`src/hdl/basic_block_trace_order_unit_defines.svh`:
```
`ifndef BASIC_BLOCK_TRACE_ORDER_UNIT_DEFINES_SVH
`define BASIC_BLOCK_TRACE_ORDER_UNIT_DEFINES_SVH

// Same-cycle implication, sampled on clk, quiet during rst.
`define BBTO_ASSERT_NOW(label, pre, post, msg) \
  label: assert property (@(posedge clk) disable iff (rst) (pre) |-> (post)) \
    else $error(msg);

// Next-cycle implication, sampled on clk, quiet during rst.
`define BBTO_ASSERT_NEXT(label, pre, post, msg) \
  label: assert property (@(posedge clk) disable iff (rst) (pre) |=> (post)) \
    else $error(msg);

`endif

```
`src/hdl/bbto_ram.sv`:
```
`default_nettype none

// Simple dual-port RAM, registered read with enable.
module bbto_ram #(
  parameter int DEPTH = 64,
  parameter int WIDTH = 8
) (
  input  wire logic                     clk,
  input  wire logic                     we,
  input  wire logic [$clog2(DEPTH)-1:0] waddr,
  input  wire logic [WIDTH-1:0]         wdata,
  input  wire logic                     re,
  input  wire logic [$clog2(DEPTH)-1:0] raddr,
  output logic      [WIDTH-1:0]         rdata
);

  logic [WIDTH-1:0] mem [DEPTH];

  always_ff @(posedge clk) begin
    if (we) begin
      mem[waddr] <= wdata;
    end
  end

  // read data holds while re is low
  always_ff @(posedge clk) begin
    if (re) begin
      rdata <= mem[raddr];
    end
  end

endmodule

`default_nettype wire

```
`config.mk`:
```
export PLATFORM = sky130hd
export DESIGN_NAME = bbto_ram
export DESIGN_NICKNAME = d
export VERILOG_FILES = /design/src/hdl/basic_block_trace_order_unit_defines.svh /design/src/hdl/bbto_ram.sv
export SDC_FILE = /design/constraint.sdc
export NUM_CORES = 1
export LEC_CHECK = 0
export BUFFER_PORTS_ARGS = -buffer_cell sky130_fd_sc_hd__clkbuf_2
export CAP_MARGIN = 25
export CORE_AREA = 2 2 187 189
export DETAILED_ROUTE_END_ITERATION = 7
export DIE_AREA = 0 0 189 191
export HOLD_SLACK_MARGIN = 0.02
export PLACE_DENSITY = 0.77
export SYNTH_ARGS = -nofsm -noshare
export SYNTH_HDL_FRONTEND = slang
export SYNTH_SLANG_ARGS = --single-unit
```
`constraint.sdc`:
```
create_clock -name clk -period 2.5 [get_ports clk]
set_input_delay 0.125 -clock clk [delete_from_list [all_inputs] [get_ports clk]]
set_output_delay 0.125 -clock clk [all_outputs]
set_load 0.02 [all_outputs]
```
After elaboration in Yosys (flattened, before gate mapping)
Memory sizes are Yosys's and may differ from the RTL's. A register that Yosys moved wholly into a read port is not among the register bits.
Cells that the tools add are included.

operators by class
  reductions and logical operators = 0
  $mul = 0
  multiplexer cells = 2
  bitwise logic cells = 0
  magnitude comparators = 0
  div/mod/pow operators = 0
  shift operators = 0
  eq/ne operators = 0
  add/subtract/negate cells = 0

operators by type and width
  operator  count
  $mux 1    2

storage, ports and cells
  ROM bits = 0
  memory bits (writable) = 512
  output and inout bits = 8
  input port bits = 23
  latch bits = 0
  memories kept = 1
  logic and storage cells = 3
  register bits after elaboration = 0

memory list
  name  words  bits a word  read ports  clocked after Yosys merged registers in  wr ports  line            RTL
  mem   64     8            1           1                                        1         bbto_ram.sv:17  logic [WIDTH-1:0] mem [DEPTH];

Depth between registers and ports, before layout
Gate-level depths: netlist of the first run.

  depth in word-level cells = 2
  mapped depth = 9
  gate-level depth less buffers = 5

Least setup slack after synthesis of the first run
No wires, ideal clock.

  kind = input to register
  start = input raddr[1]
  end = register rdata[3], read port of mem (data pin)
  data arrival time = 1.665 ns
  setup time = 0.266 ns
  data required time = 2.234 ns
  cell stages on the path = 7
  slack = 0.569 ns
  path buffers = 3
  path through = buf_4 > buf_2 > buf_2 > mux4_2 > mux4_2 > o21ai_1 > o41ai_1

RTL lines
  item         line            RTL
  from (decl)  bbto_ram.sv:13  input wire logic [$clog2(DEPTH)-1:0] raddr,
  to (decl)    bbto_ram.sv:14  output logic [WIDTH-1:0] rdata

==> flow_metrics.tcl, run 1 <==
set metrics [dict create \
    seq_area_frac_synth 0.771 \
    vias 10157 \
    fin_skew_ns 0.0158 \
    min_period_over_period 0.869 \
    fillers 2033 \
    port-buffer-count 30 \
    netlist.area_leader.share 0.771 \
    fmax_mhz 460 \
    end_kind "flip-flop" \
    clk-insertion-delay-late_ns 0.57 \
    cts_setup_buffers 0 \
    ir_drop_mv 0.545 \
    hold_viol 0 \
    first_global_vias 10177 \
    synthTopCellsByArea "edfxtp_1 (77%), mux4_2 (14%), nor2_1 (1.5%)" \
    required_ns 2.80 \
    grt_pass1_wl_microns 66700 \
    place_ws_ns 0.108 \
    setup_tns_ns 0 \
    std_cell_rows 68 \
    finalMaxSlewViolations 0 \
    wl_per_cell_microns 28.3 \
    root_buffer "clkbuf_16" \
    hpwl_microns 28000 \
    cts_sinks 520 \
    min_from "wdata[4]" \
    final_common_cell "edfxtp_1" \
    leakage_uw 0.00756 \
    dieHeight_microns 191 \
    cts_made_buffers 51 \
    internal_power_uw 14400 \
    ys.flop_type "edfxtp_1" \
    htreeDepth 2 \
    crit_type "flip-flop to flip-flop" \
    syn_nets 963 \
    io_pins 31 \
    mostFrequentLayoutCells "edfxtp_1 (520), mux4_2 (126), buf_4 (108), nor2_1 (83), clkbuf_16 (52)" \
    cts.clk_slew.worst_paths_ns 0.06 \
    r2r-end "rdata[1]" \
    layout.nets 1116 \
    ys_ff_latch 520 \
    drive_gt1_frac 0.320 \
    grt_usage 0.258 \
    rr_worst_depth 4 \
    p_comb_frac 0.053 \
    r2r_slack_ns 0.33 \
    dr.pass1.iters 5 \
    synthArstFlopShare 0 \
    grt_max_degree 65 \
    synth_cell_type_count 39 \
    vias_per_cell 6.39 \
    antenna_found_initial 3 \
    slew_headroom 0.374 \
    clockBufferDepth 3 \
    drc 0 \
    drtAntennaViolNets 0 \
    setup_ws_ns 0.327 \
    syn_inst 940 \
    hold_class "primary input to flip-flop" \
    arrival_ns 2.47 \
    cts_tree "yes" \
    syn_area_per_cell_sq_um 21.5 \
    switching_share 0.209 \
    syn2layout_area_growth_pct 15.4 \
    clockPowerShare 0.413 \
    r2r-start "mem[46][1]" \
    routabilityCongestion 0.846 \
    whs_ns 0.0572 \
    seqPwrFrac 0.533 \
    cp_max_fo 1 \
    cap_viol_max_count 0 \
    min_period_ns 2.17 \
    tightest_slew_ns 0.940 \
    holdPathEnd "mem[13][4]" \
    drt-initial-drc-count 1205 \
    rsz0062_at_grt "false" \
    p_sw_uw 3790 \
    routed_wl_microns 45100 \
    syn_area_sq_um 20200 \
    pwr_density_cell_nw_per_um2 778 \
    synth-edff-count 520 \
    ys_warn_count 0 \
    grt_overflow 0 \
    holdPathStages 2 \
    start_kind "flip-flop" \
    start_util 0.593 \
    synth_top_cell_by_area "edfxtp_1" \
    setup_violations 0 \
    outcome "completed" \
    die_x_microns 189 \
    core-area_sq_um 34100 \
    dieArea_sq_um 36100 \
]
## worst max path at each step
stage / from / cells past startpoint / end
detailed placement: raddr[0] / 8 / rdata[0]
CTS: mem[47][2] / 4 / rdata[2]
global route: mem[47][2] / 4 / rdata[2]
finish: mem[46][1] / 4 / rdata[1]
floorplan: raddr[1] / 7 / rdata[3]
global placement: raddr[0] / 8 / rdata[0]
## stage by stage
step	utilization	cell area [sq um]	instances	power, uW
floorplan	-	20200	940	10400
global placement	0.636	21700	1492	10800
detailed placement	0.636	21700	1492	10800
CTS	0.685	23400	1589	18200
global route	0.685	23400	1590	18600
finish	0.685	23400	1590	18200
## worst max-delay path, stage by stage (launching register included)
cell	delay (ns)
edfxtp_1	0.36
mux4_2	0.48
mux2_2	0.31
a221oi_1	0.58
o2bb2ai_1	0.17
## cells by family after synthesis
family | synth area share
and+or+nand+nor | 0.0337
AOI/OAI and AO/OA | 0.0206
muxes | 0.159
buffers and inverters | 0.0156
DFF | 0.771
## flip-flops by register name, summed over array words and instances (netlist names)
register / count
mem: 512
rdata: 8
## synth_stat cells, types with 4 or more instances
cell        n
mux2i_1    23
o22ai_1     8
o221ai_1    8
edfxtp_1  520
clkbuf_1   17
buf_1       4
mux4_2    126
a211oi_1    4
mux2_2     13
nor2b_1    14
buf_2      11
nand2b_1    7
nor2_1     83
nand3_1    13
nand2_1    19
nor3_1      7
a221oi_1    6
buf_6       4
buf_4      13
## final cells by class
cell class                      count  area, sq um  share of cell area
Antenna cell                        1         2.50            0.000107
Sequential cell                   520        15600               0.668
Tap cell                          455          569              0.0244
Clock buffer                       59         1330              0.0568
Timing Repair Buffer              151         1230              0.0526
Clock inverter                     35          314              0.0134
Multi-Input combinational cell    369         4320               0.185
## repair_timing
action / in CTS / in global routing
hold endpoints to repair: 23 / 0
gates resized for setup: 0 / 0
hold buffers: 3 / 0
## power groups by stage
stage | clock network (uW) | registers [uW] | logic, uW
global route | 7920 | 9690 | 1030
floorplan | 0 | 9880 | 515
global placement | 0 | 9870 | 934
detailed placement | 0 | 9880 | 956
finish | 7510 | 9690 | 971
CTS | 7580 | 9690 | 972
## routing by layer
layer,GRT usage,wire (microns),vias up
li1,-,-,4244
met1,0.368,17700,5300
met2,0.416,22200,511
met3,0.0488,3830,98
met4,0.0754,1280,4
met5,0,23,-
Note: power is estimated with default switching activity, not from simulation.
==> inputs of run 2 (changes only) <==
--- a/config.mk
+++ b/config.mk
@@ -5,7 +5,7 @@
 export SDC_FILE = /design/constraint.sdc
 export NUM_CORES = 1
 export LEC_CHECK = 0
-export BUFFER_PORTS_ARGS = -buffer_cell sky130_fd_sc_hd__clkbuf_2
+export BUFFER_PORTS_ARGS = -buffer_cell sky130_fd_sc_hd__buf_4
 export CAP_MARGIN = 25
 export CORE_AREA = 2 2 187 189
 export DETAILED_ROUTE_END_ITERATION = 7
==> run 2 against run 1 <==
Combinational power shrank 3.8%. Hold slack gained 0.015 ns. Count of clock-buffer cells in the layout grew 5. Worst setup slack gained 0.039 ns. Non-clock buffer count shrank 21. Die area is the same. Final cell count shrank 1.6%. Register-to-register slack gained 0.04 ns. Clock skew grew 0.00069 ns. Sequential share of layout area grew 0.64 points. Critical path type unchanged. Largest cell class unchanged. Largest power group unchanged.
==> flow_metrics.tcl, run 2 (synthesis gave the netlist of run 1 again) <==
set metrics [dict create \
    cts_tree "yes" \
    grt_overflow 0 \
    tightest_slew_ns 0.749 \
    routabilityCongestion 0.836 \
    port-buffer-count 30 \
    grt_pass1_wl_microns 65100 \
    whs_ns 0.0721 \
    required_ns 2.81 \
    dieArea_sq_um 36100 \
    io_pins 31 \
    cts_sinks 520 \
    arrival_ns 2.45 \
    final_cell_count_no_fill 1564 \
    cpMostUsedCell "mux4_2" \
    syn2layout_area_growth_pct 14.3 \
    drive_gt1_frac 0.302 \
    critPathBufInv 0 \
    drtAntennaViolNets 0 \
    largestRegisters "mem: 512 flops, rdata: 8 flops" \
    core-area_sq_um 34100 \
    cp_max_fo 1 \
    grt_max_degree 65 \
    setup_violations 0 \
    std_cell_rows 68 \
    layout.nets 1095 \
    drt-initial-drc-count 1321 \
    ir_drop_mv 0.587 \
    cap_viol_max_count 0 \
    critPathTopFamily "multiplexers" \
    leakage_uw 0.00742 \
    slowest_stage "mux4_2" \
    antenna_found_initial 0 \
    holdPathStages 3 \
    crit_type "flip-flop to flip-flop" \
    fmax_mhz 469 \
    min_period_ns 2.13 \
    end_kind "flip-flop" \
    grt_usage 0.253 \
    dieHeight_microns 191 \
    pwr_density_cell_nw_per_um2 770 \
    rr_worst_depth 5 \
    clk-insertion-delay-late_ns 0.59 \
    largest_reg_flops 512 \
    dp_cells 1472 \
    vias 10016 \
    routed_wl_microns 43900 \
    slew_headroom 0.501 \
    htreeDepth 2 \
    vias_per_cell 6.40 \
    cts_made_buffers 51 \
    worst-path-stages 5 \
    largest_register "mem" \
    rsz0062_at_grt "false" \
    power_uw 17800 \
    clockBufferDepth 3 \
    outcome "completed" \
    die_x_microns 189 \
    fin_skew_ns 0.0165 \
    drc 0 \
    start_util 0.593 \
    root_buffer "clkbuf_16" \
    wl_per_cell_microns 28.1 \
    cp_cell_sequence "mux4_2 > mux4_2 > nor2_1 > nor3_1 > o2bb2ai_1" \
    final_common_cell "edfxtp_1" \
    hold_class "primary input to flip-flop" \
    finalMaxSlewViolations 0 \
    mostFrequentLayoutCells "edfxtp_1 (520), mux4_2 (126), buf_4 (119), nor2_1 (83), clkbuf_16 (52)" \
    cts.clk_slew.worst_paths_ns 0.06 \
    hold_viol 0 \
    setup_tns_ns 0 \
    hpwl_microns 26400 \
    fin_area_sq_um 23200 \
    start_kind "flip-flop" \
    antenna_cells 0 \
    dr.pass1.iters 5 \
    slowest_delay_ns 0.50 \
    first_global_vias 10072 \
    dpl_cell_area_sq_um 21600 \
    min_period_over_period 0.854 \
]
## run 2: cell count changes in the layout (fill, tap and decap cells not counted)
cell	delta
buf_4	+11
clkinv_4	-2
inv_8	+1
clkbuf_2	-27
bufinv_16	-2
diode_2	-1
buf_12	-4
clkinv_1	-1
clkinv_2	-5
dlygate4sd3_1	-1
clkbuf_1	+5
## run 2: layout make-up
class                           instances  area (sq um)
Timing Repair Buffer                  130          1090
Clock buffer                           64          1350
Tap cell                              455           569
Clock inverter                         26           219
Sequential cell                       520         15600
Fill cell                            2058         11000
Multi-Input combinational cell        369          4320
## run 2: path summary, 6_finish.rpt
kind,start,slack [ns],to
max,mem[12][0],0.37,rdata[0]
min,waddr[1],0.07,mem[51][2]
max reg2reg,mem[12][0],0.37,rdata[0]
min reg2reg,mem[5][7],0.95,rdata[7]
## run 2: per-stage QoR
step | setup slack, ns | util
after floorplan | 0.569 | -
after global placement | 0.138 | 0.632
after detailed placement | 0.141 | 0.632
after CTS | 0.338 | 0.679
after global routing | 0.282 | 0.679
final | 0.366 | 0.679
## run 2: where the power goes
part	leakage, uW	internal (uW)	total [uW]	switching, uW
combinational	0.00198	376	934	558
sequential	0.00469	9670	9700	25.7
clock	0.000754	4120	7210	3090
## run 2: per-layer routing
metal  up-vias  GRT usage  share of wire
li1       4184          -              -
met1      5250      0.363           0.40
met2       517      0.410           0.50
met3        65     0.0496          0.087
met4         0     0.0616          0.018
met5         -          0              0
## run 2: worst reg2reg max path: cells and delay by family, from the launching register on
family / cells / cell delay, ns
simple gates: 2 / 0.37
flops: 1 / 0.37
compound gates: 1 / 0.13
mux: 2 / 1.00
## run 2: what timing repair did
item                                    in CTS  in global routing
endpoints found under the setup margin       0                  0
buffers inserted                             0                  0
endpoints found under the hold margin       13                  0
resized for setup                            0                  0
hold buffers                                 2                  0
