`src/hdl/basic_block_trace_order_unit_defines.svh`:
```
`ifndef BASIC_BLOCK_TRACE_ORDER_UNIT_DEFINES_SVH
`define BASIC_BLOCK_TRACE_ORDER_UNIT_DEFINES_SVH

// Same-cycle implication, sampled on clk, quiet during rst.
`define BBTO_ASSERT_NOW(label, pre, post, msg) \
  label: assert property (@(posedge clk) disable iff (rst) (pre) |-> (post)) \
    else $error(msg);

// Next-cycle implication, sampled on clk, quiet during rst.
`define BBTO_ASSERT_NEXT(label, pre, post, msg) \
  label: assert property (@(posedge clk) disable iff (rst) (pre) |=> (post)) \
    else $error(msg);

`endif

```
`src/hdl/bbto_pkg.sv`:
```
`default_nettype none

package bbto_pkg;

  // Block ending kinds
  localparam logic [1:0] KIND_FALL = 2'd0;
  localparam logic [1:0] KIND_JUMP = 2'd1;
  localparam logic [1:0] KIND_COND = 2'd2;
  localparam logic [1:0] KIND_RSVD = 2'd3;

  // Result error codes
  localparam logic [2:0] ERR_NONE         = 3'd0;
  localparam logic [2:0] ERR_DUPLICATE    = 3'd1;
  localparam logic [2:0] ERR_UNKNOWN      = 3'd2;
  localparam logic [2:0] ERR_FALSE_PLACED = 3'd3;
  localparam logic [2:0] ERR_TOO_MANY     = 3'd4;

  // One result transaction
  typedef struct packed {
    logic       strobe;
    logic [5:0] block_index;
    logic [2:0] error_code;
    logic       last_result;
  } result_t;

endpackage

`default_nettype wire

```
`src/hdl/bbto_ctrl.sv`:
```
`default_nettype none

// Sequencer: load, target resolve, two trace passes, label cleanup.
module bbto_ctrl import bbto_pkg::*; #(
  parameter int MAX_BLOCKS = 64,
  parameter int LABEL_IDS  = 1024,
  localparam int IW = $clog2(MAX_BLOCKS),
  localparam int LW = $clog2(LABEL_IDS),
  localparam int BW = 2 + 2 * LW + IW
) (
  input  wire logic          clk,
  input  wire logic          rst,
  input  wire logic          start,
  input  wire logic [LW-1:0] label_in,
  input  wire logic [1:0]    kind_in,
  input  wire logic [LW-1:0] target_in,
  input  wire logic          last_in,
  output logic               busy,
  output result_t            res,
  // label store: {known, slot}
  output logic               l_we,
  output logic [LW-1:0]      l_waddr,
  output logic [IW:0]        l_wdata,
  output logic               l_re,
  output logic [LW-1:0]      l_raddr,
  input  wire logic [IW:0]   l_rdata,
  // block store: {kind, target, label, target slot}
  output logic               b_we,
  output logic [IW-1:0]      b_waddr,
  output logic [BW-1:0]      b_wdata,
  output logic               b_re,
  output logic [IW-1:0]      b_raddr,
  input  wire logic [BW-1:0] b_rdata
);

  localparam int CW    = $clog2(MAX_BLOCKS + 1);
  localparam int LB_LO = IW;
  localparam int TG_LO = IW + LW;
  localparam int KD_LO = IW + 2 * LW;

  typedef enum logic [12:0] {
    S_RST_CLR  = 13'b0000000000001,
    S_IDLE     = 13'b0000000000010,
    S_LOAD     = 13'b0000000000100,
    S_RUN      = 13'b0000000001000,
    S_CHK_RD   = 13'b0000000010000,
    S_CHK_LBL  = 13'b0000000100000,
    S_CHK_TST  = 13'b0000001000000,
    S_SCAN_RD  = 13'b0000010000000,
    S_SCAN_TST = 13'b0000100000000,
    S_STEP     = 13'b0001000000000,
    S_FINISH   = 13'b0010000000000,
    S_CLR_RD   = 13'b0100000000000,
    S_CLR_WR   = 13'b1000000000000
  } state_t;

  state_t                state, state_next;
  logic [LW-1:0]         clr_cnt, clr_cnt_next;
  logic [CW-1:0]         count, count_next;
  logic                  too_many, too_many_next;
  logic                  duplicate, duplicate_next;
  logic [LW-1:0]         lbl, lbl_next;
  logic [1:0]            kind, kind_next;
  logic [LW-1:0]         tgt, tgt_next;
  logic                  last, last_next;
  logic [IW-1:0]         idx, idx_next;
  logic [IW-1:0]         cur, cur_next;
  logic                  pass, pass_next;
  logic [MAX_BLOCKS-1:0] placed, placed_next;
  logic                  pend_v, pend_v_next;
  logic [IW-1:0]         pend_idx, pend_idx_next;
  logic [2:0]            pend_err, pend_err_next;

  logic [CW-1:0] count_m1;
  logic [IW-1:0] last_idx;
  logic [1:0]    bd_kind;
  logic [LW-1:0] bd_tgt;
  logic [LW-1:0] bd_lbl;
  logic [IW-1:0] bd_tslot;
  logic          bd_jumps;
  logic          tslot_placed;

  // step-to-next-block results for the check and scan sweeps
  state_t        chk_state;
  logic [IW-1:0] chk_idx;
  state_t        scan_state;
  logic [IW-1:0] scan_idx;
  logic          scan_pass;

  assign count_m1 = count - CW'(1);
  assign last_idx = count_m1[IW-1:0];

  assign bd_kind  = b_rdata[KD_LO +: 2];
  assign bd_tgt   = b_rdata[TG_LO +: LW];
  assign bd_lbl   = b_rdata[LB_LO +: LW];
  assign bd_tslot = b_rdata[IW-1:0];
  assign bd_jumps = (bd_kind == KIND_JUMP) || (bd_kind == KIND_COND);
  // cur is set placed in this same step, so a self loop counts as placed
  assign tslot_placed = placed[bd_tslot] || (bd_tslot == cur);

  assign busy = (state != S_IDLE);

  // sweep advance
  always_comb begin
    if (idx == last_idx) begin
      chk_state = S_SCAN_RD;
      chk_idx   = '0;
    end else begin
      chk_state = S_CHK_RD;
      chk_idx   = idx + IW'(1);
    end
    scan_pass = pass;
    if (idx == last_idx) begin
      scan_idx = '0;
      if (!pass) begin
        scan_state = S_SCAN_RD;
        scan_pass  = 1'b1;
      end else begin
        scan_state = S_FINISH;
      end
    end else begin
      scan_state = S_SCAN_RD;
      scan_idx   = idx + IW'(1);
    end
  end

  // next state and memory port control
  always_comb begin
    state_next     = state;
    clr_cnt_next   = clr_cnt;
    count_next     = count;
    too_many_next  = too_many;
    duplicate_next = duplicate;
    lbl_next       = lbl;
    kind_next      = kind;
    tgt_next       = tgt;
    last_next      = last;
    idx_next       = idx;
    cur_next       = cur;
    pass_next      = pass;
    placed_next    = placed;
    pend_v_next    = pend_v;
    pend_idx_next  = pend_idx;
    pend_err_next  = pend_err;

    l_we    = 1'b0;
    l_waddr = lbl;
    l_wdata = '0;
    l_re    = 1'b0;
    l_raddr = label_in;
    b_we    = 1'b0;
    b_waddr = idx;
    b_wdata = '0;
    b_re    = 1'b0;
    b_raddr = idx;
    res     = '0;

    unique case (state)
      S_RST_CLR: begin
        l_we         = 1'b1;
        l_waddr      = clr_cnt;
        clr_cnt_next = clr_cnt + LW'(1);
        if (clr_cnt == LW'(LABEL_IDS - 1)) begin
          state_next = S_IDLE;
        end
      end

      S_IDLE: begin
        if (start) begin
          l_re      = 1'b1;
          lbl_next  = label_in;
          kind_next = (kind_in == KIND_RSVD) ? KIND_FALL : kind_in;
          tgt_next  = target_in;
          last_next = last_in;
          if (count == CW'(MAX_BLOCKS)) begin
            too_many_next = 1'b1;
            state_next    = last_in ? S_RUN : S_IDLE;
          end else begin
            state_next = S_LOAD;
          end
        end
      end

      // label lookup is back: record block, flag reuse of a label
      S_LOAD: begin
        if (l_rdata[IW]) begin
          duplicate_next = 1'b1;
        end
        l_we       = 1'b1;
        l_waddr    = lbl;
        l_wdata    = {1'b1, count[IW-1:0]};
        b_we       = 1'b1;
        b_waddr    = count[IW-1:0];
        b_wdata    = {kind, tgt, lbl, IW'(0)};
        count_next = count + CW'(1);
        state_next = last ? S_RUN : S_IDLE;
      end

      S_RUN: begin
        priority if (too_many) begin
          pend_v_next   = 1'b1;
          pend_idx_next = '0;
          pend_err_next = ERR_TOO_MANY;
          state_next    = S_FINISH;
        end else if (duplicate) begin
          pend_v_next   = 1'b1;
          pend_idx_next = '0;
          pend_err_next = ERR_DUPLICATE;
          state_next    = S_FINISH;
        end else begin
          idx_next   = '0;
          state_next = S_CHK_RD;
        end
      end

      S_CHK_RD: begin
        b_re       = 1'b1;
        state_next = S_CHK_LBL;
      end

      S_CHK_LBL: begin
        if (bd_jumps) begin
          l_re       = 1'b1;
          l_raddr    = bd_tgt;
          state_next = S_CHK_TST;
        end else begin
          idx_next   = chk_idx;
          pass_next  = 1'b0;
          state_next = chk_state;
        end
      end

      // target must be known; store its resolved slot back with the block
      S_CHK_TST: begin
        if (!l_rdata[IW]) begin
          pend_v_next   = 1'b1;
          pend_idx_next = '0;
          pend_err_next = ERR_UNKNOWN;
          state_next    = S_FINISH;
        end else begin
          b_we       = 1'b1;
          b_wdata    = {b_rdata[BW-1:IW], l_rdata[IW-1:0]};
          idx_next   = chk_idx;
          pass_next  = 1'b0;
          state_next = chk_state;
        end
      end

      S_SCAN_RD: begin
        b_re       = 1'b1;
        state_next = S_SCAN_TST;
      end

      // first pass starts traces at conditional jumps only
      S_SCAN_TST: begin
        if (!placed[idx] && (pass || (bd_kind == KIND_COND))) begin
          cur_next   = idx;
          state_next = S_STEP;
        end else begin
          idx_next   = scan_idx;
          pass_next  = scan_pass;
          state_next = scan_state;
        end
      end

      // place cur, release the previous pending result, follow the target
      S_STEP: begin
        placed_next[cur] = 1'b1;
        if (pend_v) begin
          res.strobe      = 1'b1;
          res.block_index = 6'(pend_idx);
          res.error_code  = pend_err;
        end
        pend_v_next   = 1'b1;
        pend_idx_next = cur;
        pend_err_next = ERR_NONE;
        if (bd_jumps && !tslot_placed) begin
          cur_next = bd_tslot;
          b_re     = 1'b1;
          b_raddr  = bd_tslot;
        end else if (bd_jumps && (bd_kind == KIND_COND)) begin
          pend_err_next = ERR_FALSE_PLACED;
          state_next    = S_FINISH;
        end else begin
          idx_next   = scan_idx;
          pass_next  = scan_pass;
          state_next = scan_state;
        end
      end

      S_FINISH: begin
        if (pend_v) begin
          res.strobe      = 1'b1;
          res.block_index = 6'(pend_idx);
          res.error_code  = pend_err;
          res.last_result = 1'b1;
        end
        pend_v_next    = 1'b0;
        placed_next    = '0;
        too_many_next  = 1'b0;
        duplicate_next = 1'b0;
        idx_next       = '0;
        state_next     = S_CLR_RD;
      end

      S_CLR_RD: begin
        b_re       = 1'b1;
        state_next = S_CLR_WR;
      end

      // drop the known mark of each loaded label
      S_CLR_WR: begin
        l_we    = 1'b1;
        l_waddr = bd_lbl;
        if (idx == last_idx) begin
          count_next = '0;
          state_next = S_IDLE;
        end else begin
          idx_next   = idx + IW'(1);
          state_next = S_CLR_RD;
        end
      end

      default: begin
        state_next = S_IDLE;
      end
    endcase
  end

  always_ff @(posedge clk) begin
    if (rst) begin
      state     <= S_RST_CLR;
      clr_cnt   <= '0;
      count     <= '0;
      too_many  <= 1'b0;
      duplicate <= 1'b0;
      placed    <= '0;
      pend_v    <= 1'b0;
      pass      <= 1'b0;
    end else begin
      state     <= state_next;
      clr_cnt   <= clr_cnt_next;
      count     <= count_next;
      too_many  <= too_many_next;
      duplicate <= duplicate_next;
      placed    <= placed_next;
      pend_v    <= pend_v_next;
      pass      <= pass_next;
    end
  end

  // payload
  always_ff @(posedge clk) begin
    lbl      <= lbl_next;
    kind     <= kind_next;
    tgt      <= tgt_next;
    last     <= last_next;
    idx      <= idx_next;
    cur      <= cur_next;
    pend_idx <= pend_idx_next;
    pend_err <= pend_err_next;
  end

endmodule

`default_nettype wire
```
`config.mk`:
```
export PLATFORM = sky130hd
export DESIGN_NAME = bbto_ctrl
export DESIGN_NICKNAME = d
export VERILOG_FILES = /design/src/hdl/basic_block_trace_order_unit_defines.svh /design/src/hdl/bbto_pkg.sv /design/src/hdl/bbto_ctrl.sv
export SDC_FILE = /design/constraint.sdc
export NUM_CORES = 1
export LEC_CHECK = 0
export BUFFER_PORTS_ARGS = -buffer_cell sky130_fd_sc_hd__buf_2
export CAP_MARGIN = 10
export CORE_MARGIN = 2
export CORE_UTILIZATION = 58
export CTS_BUF_LIST = sky130_fd_sc_hd__clkbuf_2
export CTS_CLUSTER_SIZE = 25
export DETAILED_ROUTE_END_ITERATION = 7
export PLACE_DENSITY = 0.85
export RECOVER_POWER = 50
export SYNTH_ARGS = -nofsm -noshare
export SYNTH_HDL_FRONTEND = slang
export SYNTH_SLANG_ARGS = --single-unit
```
`constraint.sdc`:
```
create_clock -name clk -period 3.9 [get_ports clk]
set_clock_uncertainty 0.2 [all_clocks]
set_input_delay 0.195 -clock clk [delete_from_list [all_inputs] [get_ports clk]]
set_output_delay 0.195 -clock clk [all_outputs]
set_load 0.02 [all_outputs]
```
# [Word level (Yosys, flattened, before mapping)]
# Cells that the tools add are included.
[totals] register_bits=142 inputBits=61 elab_cells=179
[classes] add_sub_neg=4 magnitude_cmp=4 n_eq_ne=38 muxes=86 n_bitwise=1 reduce_logical=30
[ops] operator="$pmux W13 S13" n=1
[ops] operator="$pmux W64 S2" n=1
[ops] operator="$mux W13" n=8
[ops] operator="$mux W6" n=17
[ops] operator="$or A64 B64 Y64" n=1
[ops] operator="$pmux W28 S2" n=1
[ops] operator="$mux W11" n=4
[ops] operator="$pmux W6 S7" n=1
[ops] operator="$pmux W10 S2" n=2
[ops] operator="$ne A2 B2 Y1 const B" n=16
[ops] operator="$mux W10" n=3
[ops] operator="$mux W28" n=1
[ops] operator="$lt A6 B7 Y1 const B" n=3
[ops] operator="$mux W1" n=21
[ops] operator="$pmux W6 S3" n=1
[ops] operator="$reduce_and A3 Y1" n=5
[ops] operator="$mux W7" n=2
[ops] operator="$pmux W7 S2" n=1
[ops] operator="$eq A13 B1 Y1 const B" n=1
[ops] operator="$eq A13 B10 Y1 const B" n=1
[ops] operator="$eq A13 B11 Y1 const B" n=1
[ops] operator="$eq A13 B12 Y1 const B" n=1
[ops] operator="$eq A13 B13 Y1 const B" n=1
[ops] operator="$eq A13 B2 Y1 const B" n=1
[ops] operator="other kinds (41)" n=68

# [Depth between registers and ports, before layout]
[depth] depth_word=7 depth_mapped=9 ltp_nobuf=9

# [Least setup slack after synthesis]
# OpenSTA, ideal clock, no wires.
[synth_timing] path_kind="reg2reg" from="register state[9]" to="register kind[0], enable pin" setup_time_ps=404 t_arrival_ps=2731 slack_ps=565 stages_incl_launch_ff=6 n_path_buf=1 period_less_slack_ps=3335 path_cell_list="dfxtp_1 -> buf_2 -> or4_4 -> nor2b_4 -> nand4b_1 -> nor2_1"
[synth_between] elab_chain_len=2
[synth_rtl] item="start, declared" line="bbto_ctrl.sv:57" source="state_t state, state_next;"
[synth_rtl] item="start signal, assigned" line="bbto_ctrl.sv:341" source="state <= state_next;"
[synth_rtl] item="$eq A13 B2 Y1" line="bbto_ctrl.sv:158" source="unique case (state)"
[synth_rtl] item="$reduce_and A2 Y1 (no line)"
[synth_rtl] item="end signal, assigned" line="bbto_ctrl.sv:355" source="kind <= kind_next;"
[synth_rtl] item="end, declared" line="bbto_ctrl.sv:63" source="logic [1:0] kind, kind_next;"
# No other way between the ends.
# A chain may end at the register's enable or synchronous reset.

# [Final worst setup path]
[layout_timing] from="input port b_rdata[0]" to="output port b_raddr[0]"
[layout_between] elab_chain_len=7 elab_cells_between_ends=8 classes_between="eq/ne: 1; mux: 4; reduce/logical: 3"
[layout_rtl] item="start, declared" line="bbto_ctrl.sv:33" source="input wire logic [BW-1:0] b_rdata"
[layout_rtl] item="$bmux W1 S6" line="bbto_ctrl.sv:99" source="assign tslot_placed = placed[bd_tslot] || (bd_tslot == cur);"
[layout_rtl] item="$mux W1 (implied by the code)" line="bbto_ctrl.sv:99"
[layout_rtl] item="$logic_or A1 B1 Y1" line="bbto_ctrl.sv:99"
[layout_rtl] item="$logic_not A1 Y1" line="bbto_ctrl.sv:277" source="if (bd_jumps && !tslot_placed) begin"
[layout_rtl] item="$logic_and A1 B1 Y1" line="bbto_ctrl.sv:277"
[layout_rtl] item="$mux W6 *" line="bbto_ctrl.sv:277"
[layout_rtl] item="$mux W6 *" line="bbto_ctrl.sv:158"
[layout_rtl] item="end, declared" line="bbto_ctrl.sv:32" source="output logic [IW-1:0] b_raddr,"
# Mark *: on every way between the ends. The rest lies on a longest branch, timed or not. The select of a mux whose other input is x is not followed.

==> flow_metrics.tcl <==
set metrics [dict create \
    ant_nets 0 \
    dp_slack_ps 439.4 \
    io_pins 144 \
    ys_ff_latch 142 \
    r2r_cells 7 \
    hold_path_end "kind[0]$_SDFFCE_PN0P_" \
    grt.busiest_layer "met2" \
    avgViaCountPerCell 6.255 \
    rows 42 \
    crit_chain "dlygate4sd3_1 > clkbuf_4 > buf_4 > mux4_2 > mux4_2 > o32ai_1 > mux2_4 > nand3_4 > mux2_1 > buf_2" \
    die_x_um 119.9 \
    dr.pass1.iters 7 \
    clock_power_share_pct 34.5 \
    violations "capacitance limit, slew limit" \
    finalCriticalPeriod_ps 3764 \
    final-setup-viol-count 0 \
    yosysTopAreaCell "dfxtp_1" \
    required_ps 3500 \
    final_common_cell "buf_2" \
    cts_buffers 17 \
    root_buffer "clkbuf_2" \
    place_inst 1107 \
    dr_total_vias 7493 \
    rsz0062_at_grt "false" \
    p_sw_share_pct 27.19 \
    critPathArrivalTime_ps 3370 \
    clk_latency_ps 740 \
    syn_nets 899 \
    finalHoldViolCount 0 \
    post-route-cell-area_um2 9429 \
    worst_slew_pin_slew_ps 1773 \
    max_cap_viol_count 1 \
    nets 1075 \
    grt_max_degree 40 \
    syn_area_per_cell_um2 9.358 \
    cp_slowest_cell "mux4_2" \
    drive_gt1_share_pct 23.80 \
    tns_ps 0 \
    use_met1_pct 42.52 \
    hpwl_um 15710 \
    postSynthCellCount 832 \
    p_comb_share_pct 11.9 \
    slew_violations 29 \
    clock.fmax_mhz 265.7 \
    crit_fanout 13 \
    dieHeight_um 119.9 \
    r2r_end "idx[3]$_DFFE_PP_" \
    async_flop_share_pct 0 \
    post_cts_buffers 0 \
    timing.hold.ws_ps 88.44 \
    wl_per_cell_um 19.22 \
    grtUsageMet3_pct 8.127 \
    min-delay-path-class "input port to flop" \
    coreArea_um2 13190 \
    cts.sinks 142 \
    final_cells 1198 \
    p_leak_nw 3.938 \
    h-tree-depth 4 \
    placed_area_um2 8597 \
    ys.warnings.count 0 \
    die_area_um2 14370 \
    initial_core_util_pct 59.03 \
    gr-total-overflow 0 \
    reg2reg_from "idx[0]$_DFFE_PP_" \
    netlist-cell-type-count 78 \
    grt_pass1_vias 6776 \
    rrSetupSlack_ps 290 \
    area_growth_pct 21.10 \
    ys.flop_type "dfxtp_1" \
    mostFrequentLayoutCells "buf_2 (131), nor2_1 (122), dfxtp_1 (98), nand2_1 (95), a21oi_1 (66)" \
    grt_util_met2_pct 51.43 \
    min_path_cells 3 \
    clk_pin_slew_ps 210 \
    hold_start "kind_in[1]" \
    grt_first_pass_wirelength_um 36320 \
    seqPwrFrac_pct 53.6 \
    grtUsageTotal_pct 32.31 \
    cts_buffer_depth 2 \
    antenna_found_initial 1 \
    synth.top_cells.by_area "dfxtp_1 (25%), edfxtp_1 (17%), mux4_2 (7.5%)" \
    tritoncts "yes" \
    worstSetupEndpointType "output pin" \
    syn_area_um2 7786 \
    cpPeakStageDelay_ps 540 \
    synth-edff-count 44 \
    wirelength_um 23020 \
    synth_top_area_share_pct 25.20 \
    power.density_nw_per_um2 307.6 \
    outcome "finished with violations" \
    max_slew_margin_pct -18.18 \
    path_common_cell "mux4_2" \
    ys_seq_area_share_pct 42.17 \
    switchingPower_mw 0.7885 \
    crit_type "input port to output pin" \
    fin_crit_sh_pct 96.52 \
    first_iter_violations 1101 \
    io_buffer_count 143 \
    setup_ws_ps 135.7 \
    nFillCells 961 \
    p_int_mw 2.112 \
    drc 0 \
    ir_worst_vdd_mv 0.2929 \
    gp_congestion 0.9473 \
    worst_setup_path_start_kind "input port" \
]
[cells in the mapped netlist (12+ instances only)]
| master | instances |
|---|---|
| a22oi_1 | 13 |
| nand2_1 | 95 |
| clkbuf_1 | 40 |
| edfxtp_1 | 44 |
| and2_1 | 17 |
| nor3_1 | 21 |
| dfxtp_1 | 98 |
| xor2_1 | 20 |
| nor2_1 | 123 |
| mux2i_1 | 12 |
| and3_1 | 19 |
| a21oi_1 | 66 |
| mux4_2 | 26 |
| nor2b_1 | 12 |
| a22o_1 | 25 |
[power by group through the flow]
| stage | sequential, mW | clock [mW] | combinational (mW) |
|---|---|---|---|
| 2_1_floorplan | 1.58 | 0 | 0.190 |
| 3_3_place_gp | 1.58 | 0 | 0.283 |
| 3_5_place_dp | 1.58 | 0 | 0.287 |
| 4_1_cts | 1.55 | 1.00 | 0.335 |
| 5_1_grt | 1.56 | 1.07 | 0.366 |
| 6_report | 1.55 | 1.00 | 0.344 |
[registers in the layout (all words and copies together) (netlist names)]
signal     count
count          7
pass           1
last           1
pend_v         1
cur            6
clr_cnt       10
lbl           10
tgt           10
duplicate      1
too_many       1
placed        64
pend_err       3
pend_idx       6
kind           2
idx            6
state         13
[how the worst max path moves through the flow]
| stage | start | end |
|---|---|---|
| floorplan | state[9]$_SDFFE_PP0P_ | kind[0]$_SDFFCE_PN0P_ |
| global placement | idx[0]$_DFFE_PP_ | idx[0]$_DFFE_PP_ |
| detailed placement | idx[0]$_DFFE_PP_ | idx[3]$_DFFE_PP_ |
| CTS | b_rdata[0] | b_raddr[0] |
| global route | b_rdata[0] | b_raddr[0] |
| finish | b_rdata[0] | b_raddr[0] |
[metal layers]
metal | vias up | wire length [um]
met1 | 3531 | 9055
met4 | 0 | 946
li1 | 3358 | -
met5 | - | 0
met3 | 105 | 2135
met2 | 499 | 10890
[cells by family (layout without fill, tap and decap cells)]
logic type	Yosys count	count (layout)	share of synthesized area (%)
simple gates	359	359	23.56
compound gates	169	169	14.61
flops	142	142	42.17
buf+inv	73	262	4.082
mux	52	52	11.14
xor+xnor	31	31	3.487
fa+ha+maj	6	6	0.9641
other cells	0	1	0
[stage by stage]
| step | power, mW | util [%] |
|---|---|---|
| 6_report | 2.900 | 71.49 |
| 5_1_grt | 2.997 | 71.49 |
| 4_1_cts | 2.890 | 71.72 |
| 3_5_place_dp | 1.871 | 65.18 |
| 3_3_place_gp | 1.867 | 65.18 |
| 2_1_floorplan | 1.769 | - |
[area by class of cell]
class	instances	area [um2]	share of cell area, %
repair buffers	218	1413	14.98
clock buffers	19	95.09	1.008
clock inverters	13	187.7	1.990
diodes	1	2.502	0.02654
multi-input cells	617	4179	44.32
flip-flops and latches	142	3283	34.82
well taps	176	220.2	2.335
inverters	12	48.80	0.5175
[timing repair]
item	CTS	global route
hold buffers	58	0
endpoints found under the hold margin	87	0
endpoints found under the setup margin	0	21
gates resized for setup	0	3
[worst max-delay path: cells and delay by family]
| family | cells | cell delay [ps] |
|---|---|---|
| AO/OA/AOI/OAI | 1 | 160 |
| buffers and inverters | 4 | 1210 |
| multiplexers | 4 | 1640 |
| AND/OR/NAND/NOR | 1 | 150 |
Note: power is estimated with default switching activity, not from simulation.
